## src/sv/rfa_pkg.sv

```systemverilog
// ----------------------------------------------------------------------------
// Fraction ALU package
// Widths, operation codes and shared constants of the fraction ALU.
// ----------------------------------------------------------------------------
`timescale 1ns / 1ps

package rfa_pkg;

   localparam int DATA_WIDTH = 16;
   localparam int DEN_W      = DATA_WIDTH - 1;
   localparam int WIDE_W     = 2 * DATA_WIDTH;
   localparam int SHIFT_W    = $clog2(WIDE_W + 1);
   localparam int COUNT_W    = $clog2(WIDE_W);
   localparam int RES_NUM_W  = 32;
   localparam int RES_DEN_W  = 31;

   typedef logic [1:0] opcode_type;

   localparam opcode_type OP_ADD = 2'd0;
   localparam opcode_type OP_SUB = 2'd1;
   localparam opcode_type OP_MUL = 2'd2;
   localparam opcode_type OP_DIV = 2'd3;

   typedef logic [WIDE_W-1:0] wide_type;

endpackage

```

## src/sv/rational_fraction_alu.sv

```systemverilog
// ----------------------------------------------------------------------------
// Rational fraction ALU
// Adds, subtracts, multiplies or divides two fractions and reduces the result.
// ----------------------------------------------------------------------------
// Channel   Handshake          Ports
// request   start, busy        req_opcode, req_a_num, req_a_den, req_b_num, req_b_den
// response  rsp_valid strobe   rsp_res_num, rsp_res_den, rsp_div_error
//
// Multiply or divide forms the numerator and denominator products, then one
// binary GCD run and two serial divider runs reduce them. Add or subtract first
// divides each denominator by their GCD, forms three products and the sum, then
// reduces the result the same way. A division by a zero fraction goes straight
// to the finish state and flags an error.
// The result beat is strobed for one cycle as busy falls; nothing stalls it.
// Reset is synchronous and returns the sequencer to idle.
// ----------------------------------------------------------------------------
`timescale 1ns / 1ps

module rational_fraction_alu (
   input  logic                                 clock,
   input  logic                                 reset,
   input  logic                                 start,
   output logic                                 busy,
   input  logic [1:0]                           req_opcode,
   input  logic signed [rfa_pkg::DATA_WIDTH-1:0] req_a_num,
   input  logic [rfa_pkg::DEN_W-1:0]            req_a_den,
   input  logic signed [rfa_pkg::DATA_WIDTH-1:0] req_b_num,
   input  logic [rfa_pkg::DEN_W-1:0]            req_b_den,
   output logic                                 rsp_valid,
   output logic signed [rfa_pkg::RES_NUM_W-1:0] rsp_res_num,
   output logic [rfa_pkg::RES_DEN_W-1:0]        rsp_res_den,
   output logic                                 rsp_div_error
);
   import rfa_pkg::*;

   typedef enum logic [3:0] {
      S_IDLE, S_GCD_D, S_DIV_FA, S_DIV_FB, S_MUL_A, S_MUL_B, S_MUL_D, S_SUM,
      S_MUL_N, S_MUL_R, S_GCD_R, S_DIV_N, S_DIV_D, S_FINISH
   } state_type;

   state_type                 state_ff;
   opcode_type                op_ff;
   logic [DATA_WIDTH-1:0]     amag_ff, bmag_ff;
   logic                      asign_ff, bsign_ff;
   logic [DEN_W-1:0]          ad_ff, bd_ff;
   wide_type                  g_ff, fa_ff, fb_ff, ta_ff, tb_ff, num_ff, den_ff;
   logic                      neg_ff, err_ff;
   logic                      gcd_start_ff, div_start_ff;
   logic                      rsp_valid_ff, rsp_err_ff;
   logic signed [RES_NUM_W-1:0] rsp_num_ff;
   logic [RES_DEN_W-1:0]      rsp_den_ff;

   logic [DATA_WIDTH-1:0]     mul_a, mul_b;
   wide_type                  product;
   wide_type                  gcd_x, gcd_y, gcd_result, div_n, div_d, div_q;
   logic                      gcd_done, div_done;
   logic signed [WIDE_W+1:0]  term_a, term_b, sum;
   logic signed [WIDE_W:0]    signed_num;

   always_comb begin
      mul_a = amag_ff;
      mul_b = DATA_WIDTH'(bd_ff);
      case (state_ff)
         S_MUL_A: begin
            mul_a = amag_ff;
            mul_b = fa_ff[DATA_WIDTH-1:0];
         end
         S_MUL_B: begin
            mul_a = bmag_ff;
            mul_b = fb_ff[DATA_WIDTH-1:0];
         end
         S_MUL_D: begin
            mul_a = fa_ff[DATA_WIDTH-1:0];
            mul_b = DATA_WIDTH'(ad_ff);
         end
         S_MUL_N: begin
            mul_a = amag_ff;
            mul_b = (op_ff == OP_MUL) ? bmag_ff : DATA_WIDTH'(bd_ff);
         end
         S_MUL_R: begin
            mul_a = DATA_WIDTH'(ad_ff);
            mul_b = (op_ff == OP_MUL) ? DATA_WIDTH'(bd_ff) : bmag_ff;
         end
         default: begin
            mul_a = amag_ff;
            mul_b = DATA_WIDTH'(bd_ff);
         end
      endcase
   end

   assign product = mul_a * mul_b;

   assign gcd_x = (state_ff == S_GCD_D) ? WIDE_W'(ad_ff) : num_ff;
   assign gcd_y = (state_ff == S_GCD_D) ? WIDE_W'(bd_ff) : den_ff;

   always_comb begin
      div_n = num_ff;
      case (state_ff)
         S_DIV_FA: div_n = WIDE_W'(bd_ff);
         S_DIV_FB: div_n = WIDE_W'(ad_ff);
         S_DIV_N:  div_n = num_ff;
         S_DIV_D:  div_n = den_ff;
         default:  div_n = num_ff;
      endcase
   end
   assign div_d = g_ff;

   assign term_a = asign_ff ? -$signed({2'b00, ta_ff}) : $signed({2'b00, ta_ff});
   assign term_b = (bsign_ff ^ (op_ff == OP_SUB)) ? -$signed({2'b00, tb_ff})
                                                  : $signed({2'b00, tb_ff});
   assign sum    = term_a + term_b;

   assign signed_num = (neg_ff && num_ff != '0) ? -$signed({1'b0, num_ff})
                                                : $signed({1'b0, num_ff});

   rfa_gcd u_gcd (
      .clock  (clock),
      .reset  (reset),
      .start  (gcd_start_ff),
      .x      (gcd_x),
      .y      (gcd_y),
      .done   (gcd_done),
      .result (gcd_result)
   );

   rfa_divider u_divider (
      .clock    (clock),
      .reset    (reset),
      .start    (div_start_ff),
      .dividend (div_n),
      .divisor  (div_d),
      .done     (div_done),
      .quotient (div_q)
   );

   always_ff @(posedge clock) begin
      if (reset) begin
         state_ff     <= S_IDLE;
         gcd_start_ff <= 1'b0;
         div_start_ff <= 1'b0;
         rsp_valid_ff <= 1'b0;
      end else begin
         gcd_start_ff <= 1'b0;
         div_start_ff <= 1'b0;
         rsp_valid_ff <= 1'b0;
         case (state_ff)
            S_IDLE: begin
               if (start) begin
                  op_ff    <= req_opcode;
                  asign_ff <= req_a_num[DATA_WIDTH-1];
                  bsign_ff <= req_b_num[DATA_WIDTH-1];
                  amag_ff  <= req_a_num[DATA_WIDTH-1] ? DATA_WIDTH'(-req_a_num)
                                                      : DATA_WIDTH'(req_a_num);
                  bmag_ff  <= req_b_num[DATA_WIDTH-1] ? DATA_WIDTH'(-req_b_num)
                                                      : DATA_WIDTH'(req_b_num);
                  ad_ff    <= (req_a_den == '0) ? DEN_W'(1) : req_a_den;
                  bd_ff    <= (req_b_den == '0) ? DEN_W'(1) : req_b_den;
                  neg_ff   <= req_a_num[DATA_WIDTH-1] ^ req_b_num[DATA_WIDTH-1];
                  err_ff   <= 1'b0;
                  if (req_opcode == OP_DIV && req_b_num == '0) begin
                     err_ff   <= 1'b1;
                     state_ff <= S_FINISH;
                  end else if (req_opcode == OP_ADD || req_opcode == OP_SUB) begin
                     gcd_start_ff <= 1'b1;
                     state_ff     <= S_GCD_D;
                  end else begin
                     state_ff <= S_MUL_N;
                  end
               end
            end
            S_GCD_D: begin
               if (gcd_done) begin
                  g_ff         <= gcd_result;
                  div_start_ff <= 1'b1;
                  state_ff     <= S_DIV_FA;
               end
            end
            S_DIV_FA: begin
               if (div_done) begin
                  fa_ff        <= div_q;
                  div_start_ff <= 1'b1;
                  state_ff     <= S_DIV_FB;
               end
            end
            S_DIV_FB: begin
               if (div_done) begin
                  fb_ff    <= div_q;
                  state_ff <= S_MUL_A;
               end
            end
            S_MUL_A: begin
               ta_ff    <= product;
               state_ff <= S_MUL_B;
            end
            S_MUL_B: begin
               tb_ff    <= product;
               state_ff <= S_MUL_D;
            end
            S_MUL_D: begin
               den_ff   <= product;
               state_ff <= S_SUM;
            end
            S_SUM: begin
               neg_ff       <= sum < 0;
               num_ff       <= (sum < 0) ? WIDE_W'(-sum) : WIDE_W'(sum);
               gcd_start_ff <= 1'b1;
               state_ff     <= S_GCD_R;
            end
            S_MUL_N: begin
               num_ff   <= product;
               state_ff <= S_MUL_R;
            end
            S_MUL_R: begin
               den_ff       <= product;
               gcd_start_ff <= 1'b1;
               state_ff     <= S_GCD_R;
            end
            S_GCD_R: begin
               if (gcd_done) begin
                  g_ff         <= gcd_result;
                  div_start_ff <= 1'b1;
                  state_ff     <= S_DIV_N;
               end
            end
            S_DIV_N: begin
               if (div_done) begin
                  num_ff       <= div_q;
                  div_start_ff <= 1'b1;
                  state_ff     <= S_DIV_D;
               end
            end
            S_DIV_D: begin
               if (div_done) begin
                  den_ff   <= div_q;
                  state_ff <= S_FINISH;
               end
            end
            S_FINISH: begin
               rsp_valid_ff <= 1'b1;
               rsp_err_ff   <= err_ff;
               rsp_num_ff   <= err_ff ? '0 : RES_NUM_W'(signed_num);
               rsp_den_ff   <= err_ff ? RES_DEN_W'(1) : RES_DEN_W'(den_ff);
               state_ff     <= S_IDLE;
            end
            default: begin
               state_ff <= S_IDLE;
            end
         endcase
      end
   end

   assign busy          = state_ff != S_IDLE;
   assign rsp_valid     = rsp_valid_ff;
   assign rsp_res_num   = rsp_num_ff;
   assign rsp_res_den   = rsp_den_ff;
   assign rsp_div_error = rsp_err_ff;

endmodule

```

## src/sv/rfa_gcd.sv

```systemverilog
// ----------------------------------------------------------------------------
// Fraction ALU GCD unit
// Binary greatest common divisor, one shift or subtract step per cycle.
// ----------------------------------------------------------------------------
`timescale 1ns / 1ps

module rfa_gcd (
   input  logic             clock,
   input  logic             reset,
   input  logic             start,
   input  rfa_pkg::wide_type x,
   input  rfa_pkg::wide_type y,
   output logic             done,
   output rfa_pkg::wide_type result
);
   import rfa_pkg::*;

   logic                run_ff;
   logic                done_ff;
   wide_type            x_ff;
   wide_type            y_ff;
   wide_type            result_ff;
   logic [SHIFT_W-1:0]  k_ff;

   always_ff @(posedge clock) begin
      if (reset) begin
         run_ff  <= 1'b0;
         done_ff <= 1'b0;
      end else begin
         done_ff <= 1'b0;
         if (!run_ff) begin
            if (start) begin
               x_ff   <= x;
               y_ff   <= y;
               k_ff   <= '0;
               run_ff <= 1'b1;
            end
         end else if (y_ff == '0) begin
            result_ff <= x_ff << k_ff;
            done_ff   <= 1'b1;
            run_ff    <= 1'b0;
         end else if (x_ff == '0) begin
            result_ff <= y_ff << k_ff;
            done_ff   <= 1'b1;
            run_ff    <= 1'b0;
         end else if (!x_ff[0] && !y_ff[0]) begin
            x_ff <= x_ff >> 1;
            y_ff <= y_ff >> 1;
            k_ff <= k_ff + SHIFT_W'(1);
         end else if (!x_ff[0]) begin
            x_ff <= x_ff >> 1;
         end else if (!y_ff[0]) begin
            y_ff <= y_ff >> 1;
         end else if (x_ff >= y_ff) begin
            x_ff <= x_ff - y_ff;
         end else begin
            y_ff <= y_ff - x_ff;
         end
      end
   end

   assign done   = done_ff;
   assign result = result_ff;

endmodule

```

## src/sv/rfa_divider.sv

```systemverilog
// ----------------------------------------------------------------------------
// Fraction ALU divider
// Restoring unsigned divider, one quotient bit per cycle.
// ----------------------------------------------------------------------------
`timescale 1ns / 1ps

module rfa_divider (
   input  logic             clock,
   input  logic             reset,
   input  logic             start,
   input  rfa_pkg::wide_type dividend,
   input  rfa_pkg::wide_type divisor,
   output logic             done,
   output rfa_pkg::wide_type quotient
);
   import rfa_pkg::*;

   logic                run_ff;
   logic                done_ff;
   wide_type            quot_ff;
   wide_type            rem_ff;
   wide_type            div_ff;
   logic [COUNT_W-1:0]  cnt_ff;
   logic [WIDE_W:0]     trial;
   logic                fits;

   assign trial = {rem_ff, quot_ff[WIDE_W-1]};
   assign fits  = trial >= {1'b0, div_ff};

   always_ff @(posedge clock) begin
      if (reset) begin
         run_ff  <= 1'b0;
         done_ff <= 1'b0;
      end else begin
         done_ff <= 1'b0;
         if (!run_ff) begin
            if (start) begin
               quot_ff <= dividend;
               div_ff  <= divisor;
               rem_ff  <= '0;
               cnt_ff  <= COUNT_W'(WIDE_W - 1);
               run_ff  <= 1'b1;
            end
         end else begin
            rem_ff  <= fits ? WIDE_W'(trial - {1'b0, div_ff}) : WIDE_W'(trial);
            quot_ff <= {quot_ff[WIDE_W-2:0], fits};
            cnt_ff  <= cnt_ff - COUNT_W'(1);
            if (cnt_ff == '0) begin
               run_ff  <= 1'b0;
               done_ff <= 1'b1;
            end
         end
      end
   end

   assign done     = done_ff;
   assign quotient = quot_ff;

endmodule

```

## config.mk

```make
export PLATFORM = sky130hd
export DESIGN_NAME = rational_fraction_alu
export DESIGN_NICKNAME = d
export VERILOG_FILES = /design/src/sv/rfa_pkg.sv /design/src/sv/rational_fraction_alu.sv /design/src/sv/rfa_gcd.sv /design/src/sv/rfa_divider.sv
export SDC_FILE = /design/constraint.sdc
export NUM_CORES = 2
export LEC_CHECK = 0
export ABC_AREA = 1
export BUFFER_PORTS_ARGS = -buffer_cell sky130_fd_sc_hd__buf_2
export CORE_UTILIZATION = 34
export DETAILED_ROUTE_END_ITERATION = 10
export PLACE_DENSITY = 0.49
export SYNTH_ARGS = -nofsm -noshare
export SYNTH_HDL_FRONTEND = slang
export SYNTH_SLANG_ARGS = --single-unit
```

## constraint.sdc

```tcl
create_clock -name clock -period 13.2 [get_ports clock]
set_clock_uncertainty 0.1 [all_clocks]
set_input_delay 2.64 -clock clock [delete_from_list [all_inputs] [get_ports clock]]
set_output_delay 2.64 -clock clock [all_outputs]
set_load 0.05 [all_outputs]
```

==> impl_metrics.toml <==
[grt]
grt_pass1_vias = 37800
track_usage_pct = 25.7
grt_max_degree = 84
antenna_found_initial = 5
grt_pass1_wl_um = 251000
overflow = 0

[critical_path]
required_ps = 13560
path_class = "register to register"
start_kind = "register"
endpoint_kind = "register"
path_max_fanout = 24
crit_arrival_ps = 9130
critPathSlowestCell = "clkinv_1"
crit_top_cell = "fa_1"
slowest_delay_ps = 550

[timing]
finalHoldViolations = 0
drv_slew = 0
tightest_slew_ps = 1190
min_period_over_period_pct = 66.4
max_freq_mhz = 114
rsz0062_at_grt = "no"
min_period_ps = 8760
setup-violations-final = 0
slew_headroom_pct = 20.2
fin_tns_setup_ps = 0

[floorplan]
num_rows = 132
dieArea_um2 = 132000
ios = 133
core_um2 = 129000
initial_utilization_pct = 34.2
die_height_um = 363
die_w_um = 363

[routing]
drtIter0Drc = 4181
final_antenna_net_count = 0
wl_um = 171000
wl_per_cell_um = 23.0
drc_errors = 0
vias_per_cell = 5.26
vias = 39100
dr.pass1.iters = 6

[cells_and_area]
drive_gt1_share_pct = 6.32
area_growth_pct = 10.5
fillerInstances = 13500
layout.nets = 6143

[place]
post-dp-hpwl_um = 137000
port_buffers = 132
gp_congestion = 0.987

[cts]
clkSinkCount = 538
cts_buffers = 66
clk_latency_ps = 660
clockBufferDepth = 3
holdBufCountCts = 0
post_cts_buffers = 0
clockRootBuffer = "clkbuf_16"
htree_num_levels = 3
clkTransAtPathRegs_ps = 60
cts_tree = "done"
ctsResizeCount = 0

[synthesis]
ys_ff_latch = 538
yosysWarnings = 0
synth_top_family_by_area = "simple AND/OR/NAND/NOR gates"
synthAdderAreaFrac_pct = 15.8
synth_seq_area_share_pct = 36.2
syn_nets = 6101
syn_area_per_cell_um2 = 7.92
synth_cell_type_count = 63
muxShareOfSynthArea_pct = 0
netlist_area_um2 = 44300
syn_inst = 5593
synth_area_leaders = "edfxtp_1, nand2_1, fa_1"
synth_top_cell_by_area = "edfxtp_1"
synth_compound_area_share_pct = 12.0
yosysMostFrequentCell = "nand2_1"
synth_top_area_share_pct = 35.7
ys_top_cells_by_count = "nand2_1, inv_1, nor2_1"
ys.flop_type = "edfxtp_1"
synth_edf_count = 527
synth_xor_area_share_pct = 4.11
yosys.area_share.simple_pct = 22.5
async_flop_share_pct = 0

[worst_hold_path]
hold_class = "register to register"

[job]
drv_cap = 0

[outcome]
status = "completed"
-- registers in the layout, indices dropped and copies added, names as in the netlist, 2 cells and up --
name,cells
den_ff,32
div_d,32
num_ff,32
rsp_res_num,32
ta_ff,32
tb_ff,32
u_divider.div_ff,32
u_divider.quotient,32
u_divider.rem_ff,32
u_gcd.result,32
u_gcd.x_ff,32
u_gcd.y_ff,32
rsp_res_den,31
amag_ff,16
bmag_ff,16
fa_ff,16
fb_ff,16
ad_ff,15
bd_ff,15
u_gcd.k_ff,6
u_divider.cnt_ff,5
state_ff,4
op_ff,2
-- area by class of cell --
class | count | area [um^2] | area share, %
diodes | 2 | 5.00 | 0.0102
clock buffers | 70 | 1670 | 3.41
clock inverters | 47 | 520 | 1.06
inverters | 891 | 3340 | 6.83
multi-input cells | 3964 | 24200 | 49.4
flip-flops and latches | 538 | 16000 | 32.8
well taps | 1742 | 2180 | 4.45
repair buffers | 174 | 976 | 1.99
-- metal layers --
metal	part of all wire, %	global-route usage [%]	vias up	routed length (um)
met3	7.7	4.38	216	13100
li1	-	-	18500	-
met2	43	39.4	1567	73900
met4	3.3	8.28	4	5560
met5	0.067	0.581	-	115
met1	46	36.4	18800	78100
-- critical path: cells and delay by family, from the launching register on --
family,cells,cell delay (ps)
AOI/OAI and AO/OA,5,1110
and+or+nand+nor,9,1960
xor gates and xnor gates,1,430
buffers and inverters,8,1350
adders and majority gates,7,3200
DFF,1,450
-- layout by cell type (no fill, tap or decap), types with 69 or more instances in the layout --
master,synthesis,routed
inv_1,855,853
fa_1,198,198
nand3_1,364,364
nor2_1,649,638
a21oi_1,297,296
nand2_1,1169,1169
xor2_1,139,139
ha_1,243,243
o21ai_0,317,316
buf_2,28,132
nor3_1,91,90
xnor2_1,69,69
edfxtp_1,527,527
-- path summary, 6_finish.rpt --
| path | from | slack [ps] | to | cells after the start |
|---|---|---|---|---|
| max | state_ff[3]$_SDFFE_PP0P_ | 4440 | den_ff[24]$_DFFE_PP_ | 30 |
| min | div_d[10]$_DFFE_PP_ | 310 | u_divider.div_ff[10]$_DFFE_PP_ | 0 |
| max reg2reg | state_ff[3]$_SDFFE_PP0P_ | 4440 | den_ff[24]$_DFFE_PP_ | 30 |
| min reg2reg | div_d[10]$_DFFE_PP_ | 310 | u_divider.div_ff[10]$_DFFE_PP_ | 0 |
-- cells by family (layout without fill, tap and decap cells) --
kind of cell,count (synthesis),after routing
buf+inv,1091,1182
xor+xnor,208,208
fa+ha+maj,441,441
simple gates,2401,2401
flops,538,538
compound gates,914,914
other cells,0,2
-- per-stage QoR --
| step | setup slack (ps) | instances | utilization, % | area, um^2 | hold slack (ps) |
|---|---|---|---|---|---|
| 3_3_place_gp | 4670 | 7309 | 36.1 | 46700 | 300 |
| 2_1_floorplan | 4800 | 5593 | - | 44300 | 300 |
| 4_1_cts | 4470 | 7426 | 37.8 | 48900 | 310 |
| 3_5_place_dp | 4510 | 7309 | 36.1 | 46700 | 305 |
| 5_1_grt | 3880 | 7426 | 37.8 | 48900 | 322 |
| 6_report | 4440 | 7428 | 37.8 | 48900 | 312 |
Power is not shown: default switching activity piles up to over one toggle a cycle in this logic, so the estimate is an artifact.
